===== src/hdl/bpf_pkg.sv =====
// Shared constants, command codes and status type for the bad pixel fill core.
// No dependencies; imported by every module of the block.
`timescale 1ns / 1ps
package bpf_pkg;

  localparam int unsigned MAX_WIDTH  = 1024;
  localparam int unsigned MAX_HEIGHT = 1024;

  localparam int unsigned DIM_MAX    = (MAX_WIDTH > MAX_HEIGHT) ? MAX_WIDTH : MAX_HEIGHT;
  localparam int unsigned DIM_W      = $clog2(DIM_MAX + 1);
  localparam int unsigned RING_SIZE  = 2 * MAX_WIDTH + 4;
  localparam int unsigned RING_AW    = $clog2(RING_SIZE);
  localparam int unsigned STORE_SIZE = MAX_WIDTH * MAX_HEIGHT;
  localparam int unsigned POS_W      = $clog2(STORE_SIZE);
  localparam int unsigned NPIX_W     = $clog2(STORE_SIZE + 1);

  // shared divider: position / width, fill mean and rolling mean
  localparam int unsigned DIV_NW  = (POS_W > 24) ? POS_W : 24;
  localparam int unsigned DIV_DW  = (DIM_W > 10) ? DIM_W : 10;
  localparam int unsigned DIV_CW  = $clog2(DIV_NW);

  localparam int unsigned RAW_W   = 16;
  localparam int unsigned PIX_W   = 14;
  localparam int unsigned WT_W    = 8;
  localparam int unsigned CFG_W   = 11;
  localparam int unsigned SUM_W   = 21;

  // register indexes
  localparam logic [1:0] REG_FRAME_WIDTH    = 2'd0;
  localparam logic [1:0] REG_FRAME_HEIGHT   = 2'd1;
  localparam logic [1:0] REG_ROLLING_WEIGHT = 2'd2;

  // item kinds
  localparam logic OP_PIXEL = 1'b0;
  localparam logic OP_FLUSH = 1'b1;

  typedef enum logic [3:0] {
    CMD_NONE,
    CMD_LOAD,
    CMD_SETUP,
    CMD_ROWCOL,
    CMD_NBADDR,
    CMD_NBACC,
    CMD_FILLDIV,
    CMD_FILLDONE,
    CMD_PLAIN,
    CMD_AVGRD,
    CMD_AVGMUL,
    CMD_AVGDIV,
    CMD_AVGDONE,
    CMD_EMIT
  } cmd_e;

  typedef struct packed {
    logic emit;
    logic fill;
    logic wsum_zero;
    logic avg_on;
    logic div_busy;
    logic nb_last;
    logic out_free;
  } status_t;

endpackage


===== src/hdl/bpf_ctrl.sv =====
// Controller: sequences one item through the datapath by command codes.
// Depends on bpf_pkg for the command and status types.
`timescale 1ns / 1ps
module bpf_ctrl import bpf_pkg::*; (
  input  logic    clk_i,
  input  logic    rst_ni,
  input  logic    s_tvalid_i,
  output logic    s_tready_o,
  input  status_t status_i,
  output cmd_e    cmd_o
);

  typedef enum logic [3:0] {
    ST_IDLE, ST_DECIDE, ST_DIVPOS, ST_CHKFILL, ST_NBADDR, ST_NBWAIT, ST_NBACC,
    ST_FILLDIV, ST_FILLWAIT, ST_AVGSEL, ST_AVGMUL, ST_AVGDIV, ST_AVGWAIT, ST_OUT
  } state_e;

  state_e state_q, state_d;

  always_comb begin
    state_d = state_q;
    cmd_o   = CMD_NONE;
    case (state_q)
      ST_IDLE: if (s_tvalid_i) begin
        cmd_o = CMD_LOAD;
        state_d = ST_DECIDE;
      end
      ST_DECIDE: begin
        if (status_i.emit) begin
          cmd_o = CMD_SETUP;
          state_d = ST_DIVPOS;
        end else begin
          state_d = ST_IDLE;
        end
      end
      ST_DIVPOS: if (!status_i.div_busy) begin
        cmd_o = CMD_ROWCOL;
        state_d = ST_CHKFILL;
      end
      ST_CHKFILL: state_d = status_i.fill ? ST_NBADDR : ST_AVGSEL;
      ST_NBADDR: begin
        cmd_o = CMD_NBADDR;
        state_d = ST_NBWAIT;
      end
      ST_NBWAIT: state_d = ST_NBACC;
      ST_NBACC: begin
        cmd_o = CMD_NBACC;
        state_d = status_i.nb_last ? ST_FILLDIV : ST_NBADDR;
      end
      ST_FILLDIV: begin
        // no usable neighbor: keep the raw value
        if (status_i.wsum_zero) begin
          state_d = ST_AVGSEL;
        end else begin
          cmd_o = CMD_FILLDIV;
          state_d = ST_FILLWAIT;
        end
      end
      ST_FILLWAIT: if (!status_i.div_busy) begin
        cmd_o = CMD_FILLDONE;
        state_d = ST_AVGSEL;
      end
      ST_AVGSEL: begin
        if (status_i.avg_on) begin
          cmd_o = CMD_AVGRD;
          state_d = ST_AVGMUL;
        end else begin
          cmd_o = CMD_PLAIN;
          state_d = ST_OUT;
        end
      end
      ST_AVGMUL: begin
        cmd_o = CMD_AVGMUL;
        state_d = ST_AVGDIV;
      end
      ST_AVGDIV: begin
        cmd_o = CMD_AVGDIV;
        state_d = ST_AVGWAIT;
      end
      ST_AVGWAIT: if (!status_i.div_busy) begin
        cmd_o = CMD_AVGDONE;
        state_d = ST_OUT;
      end
      ST_OUT: if (status_i.out_free) begin
        cmd_o = CMD_EMIT;
        state_d = ST_IDLE;
      end
      default: state_d = ST_IDLE;
    endcase
  end

  always_ff @(posedge clk_i or negedge rst_ni) begin
    if (!rst_ni) state_q <= ST_IDLE;
    else         state_q <= state_d;
  end

  assign s_tready_o = (state_q == ST_IDLE);

endmodule


===== config.mk =====
export PLATFORM = sky130hd
export DESIGN_NAME = bpf_ctrl
export DESIGN_NICKNAME = d
export VERILOG_FILES = /design/src/hdl/bpf_pkg.sv /design/src/hdl/bpf_ctrl.sv
export SDC_FILE = /design/constraint.sdc
export NUM_CORES = 1
export LEC_CHECK = 0
export BUFFER_PORTS_ARGS = -buffer_cell sky130_fd_sc_hd__clkbuf_2
export CAP_MARGIN = 40
export CORE_AREA = 5 5 42 44
export CTS_BUF_LIST = sky130_fd_sc_hd__clkbuf_4 sky130_fd_sc_hd__clkbuf_8
export DETAILED_ROUTE_END_ITERATION = 6
export DIE_AREA = 0 0 47 49
export PLACE_DENSITY = 0.68
export SLEW_MARGIN = 20
export SYNTH_ARGS = -nofsm -noshare
export SYNTH_HDL_FRONTEND = slang
export SYNTH_SLANG_ARGS = --single-unit

===== constraint.sdc =====
create_clock -name clk_i -period 2.1 [get_ports clk_i]
set_input_delay 0.42 -clock clk_i [delete_from_list [all_inputs] [get_ports clk_i]]
set_output_delay 0.42 -clock clk_i [all_outputs]
set_load 0.01 [all_outputs]

==> key figures <==
Run status
  • Outcome: complete, no violations

Placed design
  • Port bufs: 14
  • Final GP Congestion: 0.9095
  • Pre-CTS setup slack: 0.3079 ns
  • DP HPWL: 995.5 um
  • Placed cell area: 569.3 sq um

Power and ir drop
  • Leakage: 0.2566 nW
  • Max VDD drop: 0.5170 mV
  • Power Density: 1374 nW/um^2

STA
  • Slew Limit Fails: 0
  • Setup ws final: 0.1165 ns
  • Final Hold Viols: 0
  • Total negative slack: 0 ns
  • Setup-failing EPs final: 0
  • Worst-Margin Slew: 0.3096 ns
  • RSZ-0062 raised after global routing: no
  • Final Cycle Share: 94.45%
  • Setup Skew: between 0.0007 and 0.0008 ns
  • Final Critical Period: slightly below 2 ns
  • Relative slew slack: 79.36%
  • Peak Freq: 504.2 MHz

Synthesis
  • Warnings, synthesis: 0
  • Main synth FF type: dfrtp_1
  • Synth Net Count: 81
  • Synth Register Bits: 4
  • EDFF count, synth: 0
  • Sequential fraction of the synthesis area: 20.67%
  • Post-synthesis cell count: 71
  • Netlist cell types: 31
  • Post-Syn Area: 484.2 sq um
  • Mean Syn Cell Area: 6.820 sq um
  • Post-synth ARST share: 100.0%

Global route
  • Antenna violations before repair: 0
  • Total gr overflow: 0
  • Gr usage total: 13.49%
  • Pin count of the biggest net entering global routing: 18
  • First-pass GRT wire length: 2290 um
  • Vias in the first global route: 550

Layout
  • Most frequent cells in the layout: 14 x clkbuf_2, 8 x o21ai_0, 7 x nand2_1
  • Finished Cell Area: about 600 sq um
  • Layout area overhead: 24.81%
  • Largest register by flop count: state_q
  • Largest register FFs: 4
  • Nets: 98
  • Most common cell after layout, fill and taps aside: clkbuf_2
  • Layout cell share with drive strength beyond 1: a little over a quarter
  • Post-layout util: 43.13%
  • # diodes: 0
  • Largest registers: state_q (4)

Detailed routing
  • Starting DRT DRC Count: 28
  • Via density: about 6.0
  • DRC violations left: 0
  • First-pass iteration count of the detailed router: 4
  • WL final: 1315 um
  • Wirelength per Cell: 12.89 um
  • ANT nets after route: 0
  • DR vias: 612

Worst setup path
  • Setup Crit Path Kind: register to output port
  • Crit path max fanout: 12
  • Crit path launch type: register
  • Reg2reg setup slack: 0.42 ns
  • Crit path DAT: 1.56 ns
  • CP Data Required Time: 1.68 ns
  • CP endpoint kind: output port

CTS
  • Root Buffer: clkbuf_4
  • TritonCTS clock tree: done
  • Cts bufs inserted: 3
  • H-tree depth: 1
  • Reg clk slew, reported paths: 0.03 ns
  • Clock Latency Late Sink: 0.23 ns
  • CTS max path bufs: 2
  • TritonCTS Sinks: 4

Run
  • Max-cap violations: 0

Die
  • Initial Utilization: 34.55%
  • Core ar.: between 1000 and 1500 sq um
  • Num rows: 14
  • I/O pin cnt: 15
  • Die height: 49 um
  • Die ar.: 2303 sq um
  • Die W: approximately 47 um

Min path
  • Hold Path Class: primary input to register
-- where the power goes --
group          leakage, nW  internal, mW  switching (mW)  total [mW]
registers           0.0478         0.114          0.0840       0.198
logic                0.195         0.249           0.292       0.541
clock network       0.0138        0.0636          0.0276      0.0912
total                0.257         0.427           0.404       0.830
-- logic make-up after synthesis --
family                   synth area share, %
buffers and inverters                  11.11
flip-flops                             20.67
adder cells (fa/ha/maj)                2.067
AND/OR/NAND/NOR                        26.87
multiplexers                           2.325
AO/OA/AOI/OAI                          36.95
-- critical path, stage by stage, from the launching register on --
cell and delay [ns]:
dfrtp_1 0.51, buf_4 0.24, o22ai_1 0.10, o32a_1 0.18
o22ai_1 0.14, clkbuf_2 0.15
-- metal layers --
metal  part of all wire [%]  vias up  GRT usage [%]  wire length, um
met1                     40      279          17.96              531
met2                     49       31          20.14              647
li1                       -      297              -                -
met4                    2.8        0          8.295               37
met3                    7.5        5          1.107               99
met5                      0        -              0                0
-- final timing paths --
| check | startpoint | end | depth (start not counted) |
|---|---|---|---|
| worst max-delay path | state_q[1] | cmd_o[0] | 5 |
| worst min-delay path | status_i[5] | state_q[3] | 3 |
| worst max register to register | state_q[3] | state_q[2] | 4 |
| worst min register to register | state_q[0] | state_q[1] | 2 |
| max in group asynchronous | rst_ni | state_q[3] | 2 |
| min in group asynchronous | rst_ni | state_q[1] | 2 |
-- final cells by class --
cell class                 instances  area, sq um
sequential                         4        102.6
tap                               16        20.02
multi-input combinational         55        330.3
clock buffer                       3        22.52
timing repair buffer              19        110.1
fill                             169        797.0
inverter                           5        18.77
-- repair_timing --
item                                   in CTS  in global routing
buffers inserted                            0                  0
hold buffers                                1                  0
endpoints found under the hold margin       4                  0
gates resized for setup                     0                  2
setup endpoints to repair                   0                  3
-- through the flow --
stage	hold WS, ns	power (mW)	instances
6_report	0.5194	0.8301	102
5_1_grt	0.5120	0.9213	102
4_1_cts	0.5202	0.8299	102
2_1_floorplan	0.1244	0.5740	71
3_5_place_dp	0.2254	0.7338	98
3_3_place_gp	0.2259	0.7323	98
-- Yosys cell counts (all sizes together), types with 3 or more instances --
| library cell | count | area, sq um |
|---|---|---|
| a31oi | 3 | 18.77 |
| nand2b | 3 | 18.77 |
| buf | 3 | 20.01 |
| o21ai | 9 | 45.04 |
| a21oi | 5 | 25.02 |
| nor2 | 4 | 15.01 |
| clkbuf | 4 | 15.01 |
| inv | 5 | 18.77 |
| nor3 | 4 | 20.02 |
| nand2 | 7 | 26.28 |
| dfrtp | 4 | 100.1 |
| o22ai | 3 | 18.77 |
Note: power is estimated with default switching activity, not from simulation.
